$ cat src/hw/rtl/zefp_pkg.sv
// ----------------------------------------------------------------------------
// zefp_pkg
// shared types and constants of the zip extra-field parser
// ----------------------------------------------------------------------------
package zefp_pkg;

  localparam int CaptureDepth = 13;
  localparam int QueueDepth   = 2;
  localparam int CfgIndexW    = 1;
  localparam int CfgDataW     = 16;

  localparam logic [15:0] TsLength   = 16'd13;
  localparam logic [15:0] IdsLength  = 16'd11;
  localparam logic [7:0]  IdsVersion = 8'd1;
  localparam logic [7:0]  IdsSize    = 8'd4;

  localparam logic [15:0] TimestampTagReset = 16'h5455;
  localparam logic [15:0] UnixIdsTagReset   = 16'h7875;

  typedef enum logic [CfgIndexW-1:0] {
    CFG_TIMESTAMP_TAG = 1'b0,
    CFG_UNIX_IDS_TAG  = 1'b1
  } cfg_index_t;

  typedef struct packed {
    logic [7:0] data_byte;
    logic       last_byte;
  } in_word_t;

  typedef struct packed {
    logic [7:0]  time_flags;
    logic [31:0] modify_time;
    logic [31:0] access_time;
    logic [31:0] create_time;
    logic [31:0] owner_id;
    logic [31:0] group_id;
  } out_word_t;

  // record boundary or end of area, handed from front to back
  typedef struct packed {
    logic                              finish;
    logic                              last;
    logic [15:0]                       tag;
    logic [15:0]                       length;
    logic [CaptureDepth-1:0][7:0]      capture;
  } rec_evt_t;

  typedef struct packed {
    logic     push;
    rec_evt_t evt;
  } evt_push_t;

  typedef struct packed {
    logic     valid;
    rec_evt_t evt;
  } evt_head_t;

endpackage

$ cat src/hw/rtl/zefp_stream_if.sv
// ----------------------------------------------------------------------------
// zefp_stream_if
// valid/ready channel carrying one word of a given payload type
// ----------------------------------------------------------------------------
interface zefp_stream_if #(
  parameter type payload_t = logic
) ();

  logic     valid;
  logic     ready;
  payload_t payload;

  modport source (output valid, output payload, input ready);
  modport sink (input valid, input payload, output ready);

endinterface

$ cat src/hw/rtl/zefp_back.sv
// ----------------------------------------------------------------------------
// zefp_back
// record decoder: updates accumulated fields and emits them at area end
// ----------------------------------------------------------------------------
module zefp_back
  import zefp_pkg::*;
(
  input  logic        clk,
  input  logic        rst,
  input  logic [15:0] timestamp_tag,
  input  logic [15:0] unix_ids_tag,
  input  evt_head_t   head,
  output logic        pop,
  zefp_stream_if.source result
);

  out_word_t acc, acc_next;
  rec_evt_t  e;

  assign e   = head.evt;
  assign pop = head.valid && (!e.last || !result.valid || result.ready);

  always_comb begin
    acc_next = acc;
    if (e.finish) begin
      if (e.tag == timestamp_tag) begin
        if (e.length == TsLength) begin
          acc_next.time_flags = e.capture[0];
          if (e.capture[0][0]) begin
            acc_next.modify_time = {e.capture[4], e.capture[3], e.capture[2], e.capture[1]};
          end
          if (e.capture[0][1]) begin
            acc_next.access_time = {e.capture[8], e.capture[7], e.capture[6], e.capture[5]};
          end
          if (e.capture[0][2]) begin
            acc_next.create_time = {e.capture[12], e.capture[11], e.capture[10], e.capture[9]};
          end
        end
      end else if (e.tag == unix_ids_tag) begin
        if (e.length == IdsLength && e.capture[0] == IdsVersion &&
            e.capture[1] == IdsSize && e.capture[6] == IdsSize) begin
          acc_next.owner_id = {e.capture[5], e.capture[4], e.capture[3], e.capture[2]};
          acc_next.group_id = {e.capture[10], e.capture[9], e.capture[8], e.capture[7]};
        end
      end
    end
  end

  always_ff @(posedge clk) begin
    if (rst) begin
      acc          <= '0;
      result.valid <= 1'b0;
    end else begin
      if (pop && e.last) begin
        result.valid <= 1'b1;
      end else if (result.ready) begin
        result.valid <= 1'b0;
      end
      if (pop) begin
        if (e.last) begin
          acc <= '0;
        end else begin
          acc <= acc_next;
        end
      end
    end
  end

  always_ff @(posedge clk) begin
    if (pop && e.last) begin
      result.payload <= acc_next;
    end
  end

endmodule

$ cat src/flat_wrapper.sv
// flat-port wrapper written by rule: the top's interface ports become plain ports
module zefp_back_flat import zefp_pkg::*;
  (clk, rst, timestamp_tag, unix_ids_tag, head, pop, result_valid, result_payload, result_ready);
  zefp_stream_if result_i ();
  input  logic clk;
  input  logic rst;
  input  logic [15:0] timestamp_tag;
  input  logic [15:0] unix_ids_tag;
  input  evt_head_t head;
  output logic pop;
  output wire logic [$bits(result_i.valid)-1:0] result_valid;
  output wire logic [$bits(result_i.payload)-1:0] result_payload;
  input wire logic [$bits(result_i.ready)-1:0] result_ready;
  assign result_valid = result_i.valid;
  assign result_payload = result_i.payload;
  assign result_i.ready = result_ready;
  zefp_back u_core (.clk(clk), .rst(rst), .timestamp_tag(timestamp_tag), .unix_ids_tag(unix_ids_tag), .head(head), .pop(pop), .result(result_i));
endmodule
$ cat config.mk
export PLATFORM = sky130hd
export DESIGN_NAME = zefp_back_flat
export DESIGN_NICKNAME = d
export VERILOG_FILES = /design/src/hw/rtl/zefp_pkg.sv /design/src/hw/rtl/zefp_stream_if.sv /design/src/hw/rtl/zefp_back.sv /design/src/flat_wrapper.sv
export SDC_FILE = /design/constraint.sdc
export NUM_CORES = 1
export LEC_CHECK = 0
export ABC_AREA = 1
export BUFFER_PORTS_ARGS = -buffer_cell sky130_fd_sc_hd__buf_2
export CAP_MARGIN = 20
export CORE_ASPECT_RATIO = 1.5
export CORE_MARGIN = 8
export CORE_UTILIZATION = 26
export CTS_CLUSTER_SIZE = 8
export DETAILED_ROUTE_END_ITERATION = 6
export PLACE_DENSITY = 0.9
export SYNTH_ARGS = -nofsm -noshare
export SYNTH_HDL_FRONTEND = slang
export SYNTH_SLANG_ARGS = --single-unit
$ cat constraint.sdc
create_clock -name clk -period 1.19 [get_ports clk]
set_input_delay 0.238 -clock clk [delete_from_list [all_inputs] [get_ports clk]]
set_output_delay 0.238 -clock clk [all_outputs]
set_load 0.005 [all_outputs]
==> results of run 1 <==
## layout by cell type, fill, tap and decap left out
cell type and n:
nor2_4 1, nand3_1 3, clkbuf_1 1, and2_1 1, o21ai_0 1, edfxtp_1 1, buf_6 12, xnor2_1 1
or2_0 1, nor3_2 1, clkbuf_8 3, buf_4 1, nor2_1 35, inv_2 13, nand3_2 1, inv_4 1
nor2_2 10, dfxtp_1 2, inv_1 63, a21oi_2 2, buf_2 85, or2_2 2, nand2_2 12, xor2_1 3
nand2_1 111, buf_8 1, a21oi_1 1
## path summary, 6_finish.rpt
check	depth (start not counted)	startpoint	end
min	2	rst	u_core.acc[0]$_SDFFE_PP0P_
min reg2reg	3	u_core.acc[0]$_SDFFE_PP0P_	u_core.acc[0]$_SDFFE_PP0P_
max reg2reg	5	u_core.result.valid$_SDFFE_PP0P_	u_core.acc[0]$_SDFFE_PP0P_
max	13	head[120]	u_core.acc[0]$_SDFFE_PP0P_
## per-stage QoR
stage | instance area (um2) | setup slack (ps)
after global placement | 1657 | -249.7
after detailed placement | 1657 | -275.7
final | 1867 | -51.63
after global routing | 1867 | -160.0
after CTS | 1754 | -21.49
after floorplan | 1114 | 2.790
## flip-flops by register name, summed over array words and instances (netlist names)
name                   count
u_core.result.valid        1
u_core.result.payload      1
u_core.acc                 1
## layer usage
metal	part of all wire (%)	routed length [um]	up-vias
li1	-	-	940
met1	34	1508	717
met2	51	2218	79
met3	13	574	8
met4	1.7	76	0
met5	0	0	-
## power groups by stage
stage / Combinational [mW] / Clock [mW] / Sequential (mW)
after floorplan: 0.189 / 0 / 0.113
after global placement: 0.390 / 0 / 0.112
after detailed placement: 0.405 / 0 / 0.112
after CTS: 0.425 / 0.292 / 0.111
after global routing: 0.544 / 0.298 / 0.111
final: 0.471 / 0.289 / 0.111
## kinds of logic after synthesis
logic type	Yosys count	share of synthesized area, %
buffers and inverters	77	25.96
AO/OA/AOI/OAI	4	2.471
XOR/XNOR	4	3.147
flip-flops	3	6.292
AND/OR/NAND/NOR	178	62.14
## worst register-to-register path: cells and delay by family, from the launching register on
| family | cells | cell delay (ps) |
|---|---|---|
| and+or+nand+nor | 3 | 430 |
| DFF | 1 | 330 |
| AOI/OAI and AO/OA | 2 | 210 |
## what timing repair did
| item | 4_1_cts | 5_1_grt |
|---|---|---|
| endpoints found under the setup margin | 1 | 3 |
| resized for setup | 13 | 36 |
| pin swaps | 17 | 27 |
| setup buffers | 0 | 2 |
| hold buffers | 0 | 0 |
## layout make-up
cell class	instances	area, um2
fillers	435	2306
multi-input cells	186	819.5
repair buffers	99	583.1
inverters	77	291.5
flip-flops and latches	3	70.07
well taps	46	57.56
clock buffers	4	45.04
==> out/summary.txt, run 1 <==
IO Pins -> 177
final hold vios -> 0
DR iter-0 viols -> 20
M2 GR Usage -> 22.51%
final design utilization -> 44.74%
part of the power in registers -> 12.7%
Yosys Warn Count -> 0
Die Footprint -> 6677 um2
commonest cells in the netlist -> 122 x nand2_1, 71 x inv_1, 46 x nor2_1
Reg2Reg Setup Slack -> 160 ps
WP buf/inv -> 3
crit path time final -> 1242 ps
layout overhead on the synthesized area -> 67.64%
initial core utilization -> 26.69%
Post-synth ARST share -> 0%
Critical Path AT -> 1390 ps
Mapped Area -> 1114 um2
failing checks -> setup timing
clock buffer count from CTS -> 3
Clock Path Buffers -> 2
worst hold path class -> in -> reg
post-placement cell count -> 409
core box area -> 4173 um2
share of layout cells above drive strength 1 -> 39.30%
ys flop type -> dfxtp_1
delay-heaviest family, CP -> simple AND/OR/NAND/NOR gates
Avg WL per Cell -> 10.55 um
post-layout power -> 0.8713 mW
CP Data Required Time -> 1340 ps
Final Max Tran Viols -> 0
clock sink total -> 3
H-tree Lvls -> 1
All-Layer GR Usage -> 11.87%
CP dominant cell by count -> nand2_1
NetSw -> 0.2935 mW
Finished Layout Cells -> 415
Final Net Count -> 544
Die Y -> 96.16 um
register area share after synthesis -> 6.292%
Cells after Synth -> 266
1st-pass router iterations -> 4
vias in the first global route -> 1,715
register bit total from synthesis -> 3
met3 Use GR -> 5.986%
largest net degree at the start of global routing -> 5
Synth area leaders -> nand2_1 41%, inv_1 24%, nor2_1 16%
# DRC -> 0
Yosys cell types -> 18
crit-path cells -> buf_2 > nand2_1 > nand2_1 > nor2_2 > nand2_2 > buf_6 > inv_2 > nand2_1 > nor2_1 > nand3_1 > nand2_2 > nand3_2 > a21oi_2
Worst Skew -> 0.4972 ps
Worst slew margin -> 85.65%
VDD IR max -> 0.0003221 V
Slew @ Worst Pin -> 214.5 ps
max incr delay on CP -> 130 ps
GP Congestion -> 0.7869
met1 GRT Util -> 11.23%
slowest CP cell -> a21oi_2
final hold slack -> 194.5 ps
Clock Power Share -> 33.2%
fmax -> 805.4 MHz
via count -> 1,744
die span in x -> 69.44 um
CP Max Fanout -> 3
Detail Route Antenna Nets -> 0
layer with the highest usage -> met2
Via density -> 4.202
unrepaired setup endpoints after global routing -> true
final WL -> 4377 um
CP endpoint kind -> flop
Avg Cell Area, Syn -> 4.186 um2
Power per Cell Area -> 466.7 nW/um2
Comb pwr share -> 54.1%
Yosys top cell area share -> 41.12%
Clock Pin Slew Worst Setup and Hold Paths -> 30 ps
Synthesized Nets -> 440
Lkg Pwr -> 1.279 nW
Final TNS setup -> -78.71 ps
grt ovf -> 0
internal power -> 0.5778 mW
first-pass GRT wire length -> 6803 um
switching part of the total power -> 33.68%
Clock Latency Late Sink -> 210 ps
Tcrit/Tclk final -> 104.3%
Port Buf Inserts -> 97
WS Path Type -> in -> reg
area leader, netlist -> nand2_1
most common cell in the netlist -> nand2_1
outcome -> finished, violations left
clk root buf -> clkbuf_8
Setup Viol. Count Final -> 2
Critical Path Source Type -> primary input
Rows -> 29
EDFF count, synth -> 1
Final WS setup -> -51.63 ps
initial antenna violation count -> 0
Max-cap violations -> 0
TritonCTS clock tree -> built
HPWL after detailed placement -> 3644 um
# diodes -> 0
No activity file was read; power rests on OpenSTA's default activity.
==> inputs of run 2 (changes only) <==
CORE_UTILIZATION = 29   (was 26)
PLACE_DENSITY = 0.94   (was 0.9)
clock period = 1.15 ns   (was 1.19 ns; I/O delays follow)
==> run 2 against run 1 <==
Compared with the run above:
- sequential share of layout area grew 0.22 points
- sequential power rose by 4%
- final cell count decreased by 0.24%
- global-route usage is 0.65 points higher
- utilization is 4.0 points higher
- register-to-register slack lost 60 ps
- the flow now finishes without violations
- critical endpoint is now u_core.result.payload$_DFFE_PP_
- combinational power is 5.3% lower
- wire length shrank 9.8%
==> out/summary.txt, run 2 (same netlist as run 1, synthesis figures left out) <==
Detail Route Antenna Nets -> 0 (unchanged)
Clock Path Buffers -> 2 (unchanged)
largest net degree at the start of global routing -> 5 (unchanged)
grt ovf -> 0 (unchanged)
clock buffer count from CTS -> 3 (unchanged)
Clock Latency Late Sink -> 220 ps (about the same)
WP buf/inv -> 3 (unchanged)
Setup Viol. Count Final -> 0 (-2)
H-tree Lvls -> 1 (unchanged)
post-placement cell count -> 409 (unchanged)
worst hold endpoint -> u_core.acc[0]$_SDFFE_PP0P_
unrepaired setup endpoints after global routing -> true
All-Layer GR Usage -> 12.52% (+0.65 points)
max incr delay on CP -> 110 ps (-20 ps)
Critical Path Source Type -> primary input
Clock Power Share -> 35.6% (+2.4 points)
final hold vios -> 0 (unchanged)
Clock Pin Slew Worst Setup and Hold Paths -> 30 ps (about the same)
WS Path Type -> in -> reg
NetSw -> 0.2899 mW (-1.2%)
initial antenna violation count -> 0 (unchanged)
R2R Path End -> u_core.result.valid$_SDFFE_PP0P_
Hold Path Stages -> 2 (unchanged)
initial core utilization -> 30.24% (+3.6 points)
Lkg Pwr -> 1.278 nW (about the same)
Final TNS setup -> 0 ps (+78.71 ps)
clock sink total -> 3 (unchanged)
CP Data Required Time -> 1120 ps (-220 ps)
Comb pwr share -> 51.2% (-2.9 points)
layout overhead on the synthesized area -> 61.24%
# diodes -> 0 (unchanged)
IO Pins -> 177 (unchanged)
commonest non-fill, non-tap cell in the layout -> nand2_1
fmax -> 874.9 MHz
launch point of the worst reg-to-reg path -> u_core.result.valid$_SDFFE_PP0P_
CP endpoint kind -> flop
first-pass GRT wire length -> 6430 um (-5.5%)
Tcrit/Tclk final -> 99.38%
cts hold-fix bufs -> 0 (unchanged)
switching part of the total power -> 33.32% (-0.36 points)
DR iter-0 viols -> 44 (+120%)
Worst Skew -> 3.594 ps (+3.097 ps)
Critical Path AT -> 1110 ps (-280 ps)
crit-path cells -> buf_2 > inv_1 > nand2_1 > nand2_1 > nor2_1 > nand2_1 > nor2_1 > nand2_1 > nor2_1 > nand3_1 > nand2_1 > inv_1
slowest CP cell -> nor2_1
Rows -> 27 (-6.9%)
TritonCTS clock tree -> built
Reg2Reg Setup Slack -> 100 ps (-60 ps)
hold path startpoint -> rst
final WL -> 3950 um (-9.8%)
Final Net Count -> 546 (+0.37%)
GP Congestion -> 0.8049 (+2.3%)
Max-cap violations -> 0 (unchanged)
part of the power in registers -> 13.2% (+0.5 points)
CP dominant cell by count -> nand2_1
delay-heaviest family, CP -> simple AND/OR/NAND/NOR gates
Finished Layout Cells -> 414 (-0.24%)
Die Y -> 91.90 um (-4.4%)
outcome -> finished, final reports clean
vias in the first global route -> 1,728 (+0.76%)
internal power -> 0.5801 mW (+0.40%)
largest registers -> u_core.acc: 1 flops, u_core.result.payload: 1 flops, u_core.result.valid: 1 flops
Port Buf Inserts -> 97 (unchanged)
Power per Cell Area -> 484.6 nW/um2 (+3.8%)
commonest cells after routing, fill and taps aside -> 122 x nand2_1, 91 x buf_2, 68 x inv_1
1st-pass router iterations -> 4 (unchanged)
CP Max Fanout -> 2 (-1)
Worst slew margin -> 88.34% (+2.7 points)
Via density -> 4.126 (-1.8%)
Slew @ Worst Pin -> 174.3 ps (-40.17 ps)
worst hold path class -> in -> reg
share of layout cells above drive strength 1 -> 34.77% (-4.5 points)
Final Max Tran Viols -> 0 (unchanged)
Final WS setup -> 7.073 ps (+58.70 ps)
Die Footprint -> 6120 um2 (-8.3%)
R2R depth -> 6 (+1)
via count -> 1,708 (-2.1%)
Avg WL per Cell -> 9.541 um (-9.5%)
core box area -> 3682 um2 (-12%)
# DRC -> 0 (unchanged)
crit path time final -> 1143 ps
HPWL after detailed placement -> 3573 um (-2.0%)
clk root buf -> clkbuf_8
VDD IR max -> 0.0005168 V (+60%)
Setup WS pre-CTS -> -259.1 ps (+16.57 ps)
die span in x -> 66.60 um (-4.1%)
-- run 2: cell type report --
class                      count  area [um2]
inverter                      77       289.0
timing repair buffer         101       553.0
fill                         402        1887
clock buffer                   4       45.04
tap                           43       53.80
multi-input combinational    186       783.3
sequential                     3       71.32
-- run 2: per-layer routing --
layer / track usage, % / routed length, um / up-vias
met2: 23.06 / 1909 / 67
met3: 5.481 / 477 / 4
met1: 12.40 / 1540 / 693
li1: - / - / 944
met4: 2.147 / 21 / 0
met5: 0 / 0 / -
-- run 2: how the worst max path moves through the flow --
stage | startpoint | endpoint | slack (ps) | cells past startpoint
2_1_floorplan | head[14] | u_core.result.payload$_DFFE_PP_ | -10 | 9
3_3_place_gp | head[133] | u_core.result.payload$_DFFE_PP_ | -240 | 12
3_5_place_dp | head[133] | u_core.result.payload$_DFFE_PP_ | -260 | 12
4_1_cts | head[131] | u_core.result.payload$_DFFE_PP_ | 0.4 | 12
5_1_grt | unix_ids_tag[0] | u_core.result.payload$_DFFE_PP_ | -200 | 12
6_report | unix_ids_tag[13] | u_core.result.payload$_DFFE_PP_ | 7 | 12
-- run 2: repair_timing --
| action | CTS | global route |
|---|---|---|
| setup endpoints to repair | 1 | 3 |
| resized for setup | 5 | 13 |
| setup buffers | 1 | 0 |
| pin swaps | 9 | 15 |
-- run 2: stage by stage --
stage | hold slack [ps] | util (%) | instance area, um2 | power [mW]
after floorplan | 292.4 | - | 1121 | 0.3126
after global placement | 402.2 | 45.70 | 1683 | 0.5270
after detailed placement | 407.6 | 45.70 | 1683 | 0.5414
after CTS | 178.0 | 47.57 | 1752 | 0.8603
after global routing | 191.0 | 48.76 | 1795 | 0.9611
final | 183.1 | 48.76 | 1795 | 0.8701
-- run 2: worst reg2reg max path, stage by stage (launching register included) --
cell	delay [ps]
dfxtp_2	310
nand2_1	60
nand2_1	80
nor2_1	170
a21oi_1	60
or2_2	270
inv_1	50
-- run 2: power by group through the flow --
stage / logic, mW / clock network, mW / registers [mW]
5_1_grt: 0.523 / 0.323 / 0.116
6_report: 0.446 / 0.309 / 0.115
4_1_cts: 0.430 / 0.315 / 0.115
3_3_place_gp: 0.411 / 0 / 0.116
2_1_floorplan: 0.196 / 0 / 0.117
3_5_place_dp: 0.425 / 0 / 0.116
