**src/hw/rtl/zefp_pkg.sv**
```systemverilog
// ----------------------------------------------------------------------------
// zefp_pkg
// shared types and constants of the zip extra-field parser
// ----------------------------------------------------------------------------
package zefp_pkg;

  localparam int CaptureDepth = 13;
  localparam int QueueDepth   = 2;
  localparam int CfgIndexW    = 1;
  localparam int CfgDataW     = 16;

  localparam logic [15:0] TsLength   = 16'd13;
  localparam logic [15:0] IdsLength  = 16'd11;
  localparam logic [7:0]  IdsVersion = 8'd1;
  localparam logic [7:0]  IdsSize    = 8'd4;

  localparam logic [15:0] TimestampTagReset = 16'h5455;
  localparam logic [15:0] UnixIdsTagReset   = 16'h7875;

  typedef enum logic [CfgIndexW-1:0] {
    CFG_TIMESTAMP_TAG = 1'b0,
    CFG_UNIX_IDS_TAG  = 1'b1
  } cfg_index_t;

  typedef struct packed {
    logic [7:0] data_byte;
    logic       last_byte;
  } in_word_t;

  typedef struct packed {
    logic [7:0]  time_flags;
    logic [31:0] modify_time;
    logic [31:0] access_time;
    logic [31:0] create_time;
    logic [31:0] owner_id;
    logic [31:0] group_id;
  } out_word_t;

  // record boundary or end of area, handed from front to back
  typedef struct packed {
    logic                              finish;
    logic                              last;
    logic [15:0]                       tag;
    logic [15:0]                       length;
    logic [CaptureDepth-1:0][7:0]      capture;
  } rec_evt_t;

  typedef struct packed {
    logic     push;
    rec_evt_t evt;
  } evt_push_t;

  typedef struct packed {
    logic     valid;
    rec_evt_t evt;
  } evt_head_t;

endpackage

```
**src/hw/rtl/zefp_queue.sv**
```systemverilog
// ----------------------------------------------------------------------------
// zefp_queue
// short fifo of record events between the front and the back
// ----------------------------------------------------------------------------
module zefp_queue
  import zefp_pkg::*;
(
  input  logic      clk,
  input  logic      rst,
  input  evt_push_t push,
  input  logic      pop,
  output evt_head_t head,
  output logic      full
);

  localparam int PtrW   = (QueueDepth > 1) ? $clog2(QueueDepth) : 1;
  localparam int CountW = $clog2(QueueDepth + 1);

  rec_evt_t            entries [QueueDepth];
  logic [PtrW-1:0]     wr_ptr;
  logic [PtrW-1:0]     rd_ptr;
  logic [CountW-1:0]   count;
  logic                do_push;
  logic                do_pop;

  assign full       = (count == CountW'(QueueDepth));
  assign head.valid = (count != '0);
  assign head.evt   = entries[rd_ptr];
  assign do_push    = push.push && !full;
  assign do_pop     = pop && head.valid;

  always_ff @(posedge clk) begin
    if (rst) begin
      wr_ptr <= '0;
      rd_ptr <= '0;
      count  <= '0;
    end else begin
      if (do_push) begin
        wr_ptr <= (wr_ptr == PtrW'(QueueDepth - 1)) ? '0 : wr_ptr + PtrW'(1);
      end
      if (do_pop) begin
        rd_ptr <= (rd_ptr == PtrW'(QueueDepth - 1)) ? '0 : rd_ptr + PtrW'(1);
      end
      unique case ({do_push, do_pop})
        2'b10:   count <= count + CountW'(1);
        2'b01:   count <= count - CountW'(1);
        default: count <= count;
      endcase
    end
  end

  always_ff @(posedge clk) begin
    if (do_push) begin
      entries[wr_ptr] <= push.evt;
    end
  end

endmodule

```
**config.mk**
```make
export PLATFORM = sky130hd
export DESIGN_NAME = zefp_queue
export DESIGN_NICKNAME = d
export VERILOG_FILES = /design/src/hw/rtl/zefp_pkg.sv /design/src/hw/rtl/zefp_queue.sv
export SDC_FILE = /design/constraint.sdc
export NUM_CORES = 1
export LEC_CHECK = 0
export BUFFER_PORTS_ARGS = -buffer_cell sky130_fd_sc_hd__buf_2
export CORE_ASPECT_RATIO = 0.9
export CORE_MARGIN = 2
export CORE_UTILIZATION = 30
export CTS_CLUSTER_DIAMETER = 200
export CTS_CLUSTER_SIZE = 24
export DETAILED_ROUTE_END_ITERATION = 10
export PLACE_DENSITY = 0.6
export RECOVER_POWER = 100
export SYNTH_ARGS = -nofsm -noshare
export SYNTH_HDL_FRONTEND = slang
export SYNTH_SLANG_ARGS = --single-unit
```
**constraint.sdc**
```tcl
create_clock -name clk -period 10.35 [get_ports clk]
set_clock_uncertainty 0.15 [all_clocks]
set_input_delay 2.07 -clock clk [delete_from_list [all_inputs] [get_ports clk]]
set_output_delay 2.07 -clock clk [all_outputs]
set_load 0.02 [all_outputs]
```
==> impl_results.md, run 1 <==
- RSZ-0062 raised after global routing: no
- Register Area: approximately 0.0084 mm²
- Syn nets: approximately 600
- Yosys cell types: 19
- Maximum Capacitance Violations: 4
- CP max stage delay: ~2.2 ns
- CP max FO: 76
- Clock root buffer: clkbuf_16
- Clock sink count: roughly 280
- Most frequent cell after synthesis: edfxtp_1
- Clock transition at the registers of the reported paths: approximately 0.080 ns
- Synth Warn #: 0
- Top post-synthesis cells by area: edfxtp_1 82%, mux2_2 15%, dfxtp_1 0.99%
- Fillers: 3178
- Main synth FF type: edfxtp_1
- Violations in the final reports: capacitance limit, slew limit
- Final min period: about 6.8 ns
- Min-delay worst type: reg2reg
- Worst Path Class, Setup: in2reg
- FFs w/ async S/R, synth: 0
- H-tree depth: 1
- Layout cell share with drive strength beyond 1: 0.328
- Routed length per instance: around 17 µm
- Starting DRT DRC Count: 222
- Startpoint Class: input pin
- Via count: ~5100
- Initial Utilization: 0.307
- Crit path arrival time: between 6 and 7 ns
- Top cells by count, synth: 276 x edfxtp_1, 138 x mux2_2, 13 x buf_2, 5 x dfxtp_1, 3 x nor2_1
- Crit end category: register
- Slew @ Worst Pin: 3.64 ns
- First-pass iteration count of the detailed router: 4
- Area of the multi-input gates: around 0.0017 mm²
- Gate power share: 0.292
- Max clock buf depth: 3
- Pwr dens: about 240 mW/mm²
- Total Nets Final: just under 900
- Post-Route WL: between 15000 and 20000 µm
- Status: finished with violations
- Pins Over Slew Limit: 263
- # hold bufs at CTS: 0
- Final hold vios: 0
- Fin crit share: 0.658
- Total GRT Usage: 0.106
- Final setup viols: 0
- P_int: slightly above 2 mW
- Gr ovfl total: 0
- TritonCTS clock tree: built
- Synthesized cell area: 0.0101 mm²
- Clk Latency, worst-skew pair: 0.49 ns
- Top cell type by total area after synthesis: edfxtp_1
- Leak: around 4 nW
- Avg Synthesized Cell Area: approximately 22 µm²
- Layout area overhead: 20.1%
- Slowest CP cell: clkinvlp_2
- CP Cell Sequence: clkbuf_1 -> inv_1 -> or3_1 -> clkinvlp_2 -> clkbuf_2
- Sw Share: 0.321
- Seq/Total Area, Yosys: 0.827
- IO Pins: around 280
- Synth Instances: 455
- Clk pwr share: 0.204
- Core ar.: approximately 0.033 mm²
- DIE AREA: about 0.035 mm²
- Detailed placement HPWL: between 10000 and 15000 µm
- #FFs+latches synth: roughly 280
- Post-Route Setup TNS: 0 ns
- Worst slew margin: -1.43
- Post-cts sizing count: 0
- RD Place Congestion: between 0.6 and 0.7
- Largest net degree at the start of global routing: 77
- NetSw: between 0.9 and 1 mW
- ANT nets after route: 0
- Cell area after layout: around 0.012 mm²
- Synth top area share: 0.817
- Die Wd: ~200 µm
- Vias in the first global route: 5108
- First-pass GRT wire length: slightly below 30000 µm
- Data required, critical path: ~10 ns
- Row count: 63
- CTS Buf Count: 15
- Die H: between 150 and 200 µm
- Port bufs: 281
- Avg Vias per Cell: between 4 and 5
- Post-CTS setup buffers: 0
- Fmax: roughly 150 MHz
- CP delay by family, top: buffers and inverters
- Worst VDD drop: about 0.15 mV
- Initial antenna violation count: 2
- DRC errors left: 0
- CP bufs+invs: 4
- Post-synth EDFFs: 276
- Register share of total power: 0.504
- DP Area: roughly 0.012 mm²
==> metal layers <==
layer	global-route usage	part of all wire	up-vias
met5	0	0.00085	-
met4	0.0276	0.023	2
met3	0.0376	0.092	24
met2	0.168	0.45	175
met1	0.139	0.43	2500
li1	-	-	2367
==> power groups by stage <==
stage	combinational [mW]	clock, mW	sequential (mW)
after CTS	0.941	0.640	1.49
after global routing	0.935	0.673	1.52
after detailed placement	0.937	0	1.51
final	0.869	0.607	1.50
after global placement	0.934	0	1.51
after floorplan	0.653	0	1.50
==> cell type report <==
cell class | instances | share of cell area
clock buffers | 19 | 0.0320
well taps | 422 | 0.0433
flip-flops and latches | 281 | 0.688
inverters | 3 | 0.00103
multi-input cells | 156 | 0.137
repair buffers | 286 | 0.0977
clock inverters | 1 | 0.000718
diodes | 2 | 0.000410
==> placed cells by master, fill, tap and decap left out, types with 2 or more instances in the layout <==
cell and n:
mux2_1 3, edfxtp_1 276, diode_2 2, o21ai_0 2, buf_2 87, xnor2_1 2
or3_1 2, a21oi_1 2, buf_1 2, clkbuf_16 15, nor2_1 3, buf_4 2
dfxtp_1 5, mux2_2 135, clkbuf_1 198
==> cell families (layout without fill, tap and decap cells) <==
| family | Yosys count | count (layout) | synth area share |
|---|---|---|---|
| flip-flops | 281 | 281 | 0.827 |
| AND/OR/NAND/NOR | 9 | 9 | 0.00481 |
| XOR/XNOR | 3 | 3 | 0.00259 |
| adder cells (fa/ha/maj) | 1 | 1 | 0.00123 |
| other | 0 | 2 | 0 |
| buffers and inverters | 18 | 309 | 0.00900 |
| multiplexers | 138 | 138 | 0.153 |
| AO/OA/AOI/OAI | 5 | 5 | 0.00271 |
==> worst reg2reg max path: stages (launching register included) <==
cell        delay (ns)
dfxtp_1           0.38
nand2b_2          0.22
inv_2             0.07
or3_1             0.13
clkinvlp_2        2.20
clkbuf_2          1.74
==> through the flow <==
step / power [mW] / std cells / util / setup WS [ns] / hold WS [ns]
6_report: 2.98 / 1170 / 0.368 / 3.54 / 0.343
5_1_grt: 3.12 / 1168 / 0.368 / 2.95 / 0.403
4_1_cts: 3.07 / 1168 / 0.376 / 4.82 / 0.348
3_5_place_dp: 2.45 / 1148 / 0.364 / 5.37 / 0.336
3_3_place_gp: 2.44 / 1148 / 0.364 / 5.38 / 0.324
2_1_floorplan: 2.16 / 455 / - / 4.39 / 0.302
==> flip-flops by register name, indices dropped and copies added, names as in the netlist, named ones only <==
register  flops
entries     276
count         2
rd_ptr        1
wr_ptr        1
==> worst paths after layout <==
path / from / to / slack [ns] / depth (start not counted)
worst max-delay path: push[138] / entries[0][31] / 3.54 / 5
worst min-delay path: wr_ptr / wr_ptr / 0.34 / 2
worst max register to register: count[0] / entries[0][31] / 4.63 / 5
worst min register to register: wr_ptr / wr_ptr / 0.34 / 2
Power figures use the tool's default switching activity.
==> run 2: changes to the inputs <==
--- a/config.mk
+++ b/config.mk
@@ -12,7 +12,7 @@
 export CTS_CLUSTER_DIAMETER = 200
 export CTS_CLUSTER_SIZE = 24
 export DETAILED_ROUTE_END_ITERATION = 10
-export PLACE_DENSITY = 0.6
+export PLACE_DENSITY = 0.62
 export RECOVER_POWER = 100
 export SYNTH_ARGS = -nofsm -noshare
 export SYNTH_HDL_FRONTEND = slang
==> constraint.sdc (replaced) <==
create_clock -name clk -period 6 [get_ports clk]
set_clock_uncertainty 0.15 [all_clocks]
set_input_delay 1.2 -clock clk [delete_from_list [all_inputs] [get_ports clk]]
set_output_delay 1.2 -clock clk [all_outputs]
set_load 0.02 [all_outputs]
==> run 2 against run 1 <==
  * The flow still finishes with violations (capacitance limit, slew limit)
  * Setup slack lost 2.1 ns
  * Combinational power grew 81%
  * Routed wire length grew 0.24%
  * Highest routed layer unchanged
==> impl_results.md, run 2 (same netlist as run 1, synthesis figures left out) <==
- Tot Pwr: slightly above 5 mW
- DRC errors left: 0
- First-pass GRT wire length: 28900 µm
- Fmax: approximately 220 MHz
- DP Area: 0.0121 mm²
- Routed length per instance: around 17 µm
- Layout area overhead: 20.5%
- Crit path arrival time: around 3.2 ns
- Starting DRT DRC Count: approximately 160
- Data required, critical path: between 4 and 5 ns
- Clock root buffer: clkbuf_16
- IO Pins: about 280
- CP max FO: about 140
- Final min period: 4.54 ns
- Gr ovfl total: 0
- Regs by FF count: entries: 276 flops, count: 2 flops
- Die H: about 180 µm
- Die Wd: 198 µm
- Max clock buf depth: 3
- TritonCTS clock tree: built
- Port bufs: between 200 and 300
- Post-cts sizing count: 0
- Most flop-heavy register: entries
- # hold bufs at CTS: 0
- Via count: just over 5000
- Total Nets Final: a little under 900
- Fin crit share: 0.757
- Total GRT Usage: 0.106
- Crit end category: output pin
- ANT nets after route: 0
- Worst slew margin: -1.02
- Largest net degree at the start of global routing: roughly 140
- H-tree depth: 1
- Avg Vias per Cell: ~4.3
- Worst VDD drop: approximately 0.34 mV
- Pins Over Slew Limit: 309
- Slew @ Worst Pin: slightly above 3 ns
- Vias in the first global route: 5126
- First-pass iteration count of the detailed router: 4
- Initial Utilization: 0.307
- Detailed placement HPWL: approximately 13000 µm
- Row count: between 60 and 70
- Post-Route Setup TNS: 0 ns
- RD Place Congestion: around 0.67
- Hold depth: 2
- Commonest non-fill, non-tap cell in the layout: edfxtp_1
- DIE AREA: 0.0353 mm²
- Layout cell share with drive strength beyond 1: 0.345
- Most frequent cells in the layout: 276 x edfxtp_1, 189 x clkbuf_1, 136 x mux2_2, 98 x buf_2, 15 x clkbuf_16
- RSZ-0062 raised after global routing: no
- Leak: approximately 4 nW
- Core ar.: approximately 0.033 mm²
- Worst r2r path cells: 5
- Startpoint Class: register
- Final hold vios: 0
- Pwr dens: about 420 mW/mm²
- Clk Latency, worst-skew pair: between 0.4 and 0.5 ns
- Min-delay worst type: reg2reg
- Cell area after layout: 0.0122 mm²
- Worst Path Class, Setup: reg2out
- Post-CTS setup buffers: 0
- Final setup viols: 0
- CTS Buf Count: 15
- Initial antenna violation count: 5
- Post-Route WL: approximately 20000 µm
- Violations in the final reports: capacitance limit, slew limit
- Clock transition at the registers of the reported paths: approximately 0.09 ns
- Clock sink count: between 200 and 300
- Max FFs per register: around 280
- Maximum Capacitance Violations: 5
- Status: finished with violations
==> run 2: cell types whose count changed in the layout (fill, tap and decap cells not counted), sizes merged <==
cell and change:
buf +8, clkinvlp -1, inv +1, clkbuf -8, diode +1
==> run 2: metal layers <==
layer	wire, µm	share of wire	vias up	GRT usage
met5	13	0.00065	-	0
met4	471	0.024	2	0.0276
met3	1760	0.088	26	0.0403
met2	9410	0.47	173	0.174
met1	8340	0.42	2502	0.131
li1	-	-	2379	-
==> run 2: cell type report <==
cell class / instances / area [µm²]
fillers: 3187 / 20900
diodes: 3 / 7.51
multi-input cells: 156 / 1670
flip-flops and latches: 281 / 8390
clock inverters: 1 / 8.76
inverters: 3 / 11.3
clock buffers: 19 / 390
repair buffers: 286 / 1220
well taps: 422 / 528
==> run 2: power breakdown <==
part           internal (mW)  switching, mW
clock                  0.464          0.572
sequential              2.49         0.0553
combinational          0.559           1.01
==> run 2: final timing paths <==
path,start,end,slack [ns]
worst max-delay path,register,head[111],1.46
worst min-delay path,wr_ptr,wr_ptr,0.37
worst max register to register,count[0],entries[0][80],1.92
worst min register to register,wr_ptr,wr_ptr,0.37
==> run 2: metrics by stage <==
| stage | util | worst slack, ns | hold WS (ns) | cells |
|---|---|---|---|---|
| after CTS | 0.377 | 2.50 | 0.381 | 1168 |
| final | 0.369 | 1.46 | 0.374 | 1171 |
| after detailed placement | 0.365 | 2.61 | 0.350 | 1148 |
| after global routing | 0.369 | 1.26 | 0.403 | 1168 |
| after floorplan | - | 0.913 | 0.302 | 455 |
| after global placement | 0.365 | 2.66 | 0.328 | 1148 |
==> run 2: critical path, stage by stage (launching register included) <==
cell	delay, ns
dfxtp_4	0.34
clkbuf_4	1.41
mux2_2	0.40
clkbuf_1	0.31
==> run 3: changes to the inputs <==
--- a/config.mk
+++ b/config.mk
@@ -5,6 +5,7 @@
 export SDC_FILE = /design/constraint.sdc
 export NUM_CORES = 1
 export LEC_CHECK = 0
+export ABC_AREA = 1
 export BUFFER_PORTS_ARGS = -buffer_cell sky130_fd_sc_hd__buf_2
 export CORE_ASPECT_RATIO = 0.9
 export CORE_MARGIN = 2
@@ -12,7 +13,7 @@
 export CTS_CLUSTER_DIAMETER = 200
 export CTS_CLUSTER_SIZE = 24
 export DETAILED_ROUTE_END_ITERATION = 10
-export PLACE_DENSITY = 0.62
+export PLACE_DENSITY = 0.61
 export RECOVER_POWER = 100
 export SYNTH_ARGS = -nofsm -noshare
 export SYNTH_HDL_FRONTEND = slang
==> constraint.sdc (replaced) <==
create_clock -name clk -period 4.14 [get_ports clk]
set_clock_uncertainty 0.15 [all_clocks]
set_input_delay 0.828 -clock clk [delete_from_list [all_inputs] [get_ports clk]]
set_output_delay 0.828 -clock clk [all_outputs]
set_load 0.02 [all_outputs]
==> run 3 against run 2 <==
  * The run still ends with capacitance limit, slew limit left
  * Register-to-register slack lost 0.83 ns
  * Routed wire length shrank 3.7%
  * Clock power grew 44%
  * Highest routed layer is now met4
  * Cell area grew 0.44%
  * Hold slack lost 0.015 ns
  * Largest power group unchanged
  * Critical endpoint is now head[54]
  * Global-route usage shrank 0.62 points
==> impl_results.md, run 3 <==
- Hold depth: 2
- Syn nets: approximately 600
- GRT met3 Usage: 0.0410
- Max FFs per register: 276
- Layout Utilization: 0.363
- Initial antenna violation count: 0
- DRC errors left: 0
- Detailed placement HPWL: 12100 µm
- Top cells by count, synth: 276 x edfxtp_1, 138 x mux2_2, 14 x buf_6, 12 x nor2_1, 10 x inv_1
- Worst VDD drop: between 0.3 and 0.4 mV
- Maximum Capacitance Violations: 1
- CP Cell Sequence: buf_6 -> mux2_2 -> clkbuf_1
- Clock sink count: between 200 and 300
- Most flop-heavy register: entries
- TritonCTS clock tree: built
- Commonest non-fill, non-tap cell in the layout: edfxtp_1
- Post-Route WL: 19200 µm
- Most frequent cells in the layout: 276 x edfxtp_1, 192 x clkbuf_1, 138 x mux2_2, 91 x buf_2, 15 x clkbuf_16
- Gr ovfl total: 0
- Fin crit share: 0.853
- Status: finished with violations
- Core ar.: around 0.034 mm²
- ANT nets after route: 0
- Clock transition at the registers of the reported paths: approximately 0.10 ns
- Startpoint Class: register
- Slowest CP cell: buf_6
- Hold Path Origin: rd_ptr
- Reg2reg start: count[1]
- CP max stage delay: between 0.9 and 1 ns
- First-pass iteration count of the detailed router: 4
- Setup slack, reg-to-reg: roughly 1.1 ns
- Main synth FF type: edfxtp_1
- Data required, critical path: about 3.2 ns
- Slew @ Worst Pin: roughly 2.1 ns
- Layout area overhead: 19.8%
- Post-CTS setup buffers: 0
- Crit path arrival time: 2.55 ns
- Worst r2r path cells: 6
- Top cell type by total area after synthesis: edfxtp_1
- Total Nets Final: 899
- Synth Instances: between 400 and 500
- Final min period: 3.53 ns
- FFs w/ async S/R, synth: 0
- # hold bufs at CTS: 0
- Tot Pwr: 6.48 mW
- Met1 Track Usage GR: 0.125
- CTS Buf Count: 15
- First-pass GRT wire length: approximately 28000 µm
- Antenna cells: 0
- RD Place Congestion: a little under 0.7
- Global route hottest layer: met2
- Layout cell share with drive strength beyond 1: 0.332
- Min setup slack post-route: around 0.6 ns
- DIE AREA: 0.0357 mm²
- H-tree depth: 1
- Initial Utilization: 0.303
- CP max FO: 138
- Post-synth EDFFs: ~280
- Leak: 4.02 nW
- Seq/Total Area, Yosys: 0.818
- Final setup viols: 0
- Die H: approximately 180 µm
- Yosys cell types: 12
- Post-Route Setup TNS: 0 ns
- Routed length per instance: roughly 16 µm
- Worst slew margin: -0.386
- Total GRT Usage: 0.0993
- Violations in the final reports: capacitance limit, slew limit
- Pre-CTS setup slack: roughly 1.4 ns
- Most frequent cell after synthesis: edfxtp_1
- Top post-synthesis cells by area: edfxtp_1 81%, mux2_2 15%, buf_6 1.5%
- Final hold vios: 0
- Vias in the first global route: around 5000
- Fmax: around 280 MHz
- RSZ-0062 raised after global routing: no
- Clk Latency, worst-skew pair: ~0.49 ns
- Pwr dens: 528 mW/mm²
- Clock root buffer: clkbuf_16
- Min-delay worst type: reg2reg
- Crit end category: output pin
- Port bufs: between 200 and 300
- Post-cts sizing count: 0
- Synth top area share: 0.808
- #FFs+latches synth: between 200 and 300
- Pins Over Slew Limit: 139
- Grt met2 use: 0.160
- Starting DRT DRC Count: 161
- Worst Path Class, Setup: reg2out
- Synth Warn #: 0
- Avg Vias per Cell: between 4 and 5
- Regs by FF count: entries: 276 flops, count: 2 flops
- Max clock buf depth: 3
- Via count: ~5000
- Avg Synthesized Cell Area: between 20 and 25 µm²
- Die Wd: ~200 µm
- Crit Reg-Reg Endpoint: entries[1][54]
- IO Pins: roughly 280
- Row count: between 60 and 70
- Largest net degree at the start of global routing: approximately 140
- Synthesized cell area: just over 0.01 mm²
-- run 3: changes by cell type in the layout (fill, tap and decap cells not counted), moves of 3 or more --
| cell | delta |
|---|---|
| clkbuf_1 | +3 |
| nor2_1 | +8 |
| nand2_1 | +7 |
| inv_1 | +7 |
| diode_2 | -3 |
| buf_2 | -7 |
-- run 3: cell type report --
type | instances | area (µm²)
multi-input cells | 163 | 1670
well taps | 462 | 578
fillers | 3315 | 21500
clock inverters | 1 | 8.76
inverters | 10 | 38.8
flip-flops and latches | 281 | 8390
clock buffers | 19 | 390
repair buffers | 285 | 1200
-- run 3: layer usage --
layer,routed length [µm],vias up,share of wire
li1,-,2391,-
met1,8020,2560,0.42
met5,0,-,0
met3,1850,17,0.096
met4,347,0,0.018
met2,9040,172,0.47
-- run 3: how the worst max path moves through the flow --
stage	startpoint	slack (ns)	to
finish	register	0.61	head[54]
detailed placement	push[138]	1.38	entries[1][85]
global route	register	0.46	head[85]
CTS	register	0.99	head[85]
global placement	push[138]	1.37	entries[1][79]
floorplan	push[138]	0.44	entries[0][0]
-- run 3: stage by stage --
stage	hold slack, ns	cells	area, µm²
after floorplan	0.315	469	10300
after global placement	0.328	1201	12200
after detailed placement	0.343	1201	12200
after CTS	0.335	1221	12600
after global routing	0.340	1221	12300
final	0.359	1221	12300
-- run 3: kinds of logic (layout without fill, tap and decap cells) --
family          count (synthesis)  in the layout  share of synthesized area
compound gates                  3              3                    0.00146
fa+ha+maj                       1              1                    0.00122
buf+inv                        25            315                     0.0195
flops                         281            281                      0.818
mux                           138            138                      0.152
simple gates                   21             21                    0.00793
-- run 3: critical path, delay by kind of cell (launching register included) --
family / cells / cell delay [ns]
DFF: 1 / 0.35
muxes: 1 / 0.43
buffers and inverters: 2 / 1.11
-- run 3: power by group --
part           internal [mW]  switching [mW]  total [mW]
logic                  0.487           0.946        1.43
clock network          0.672           0.829        1.50
registers               3.49          0.0581        3.55
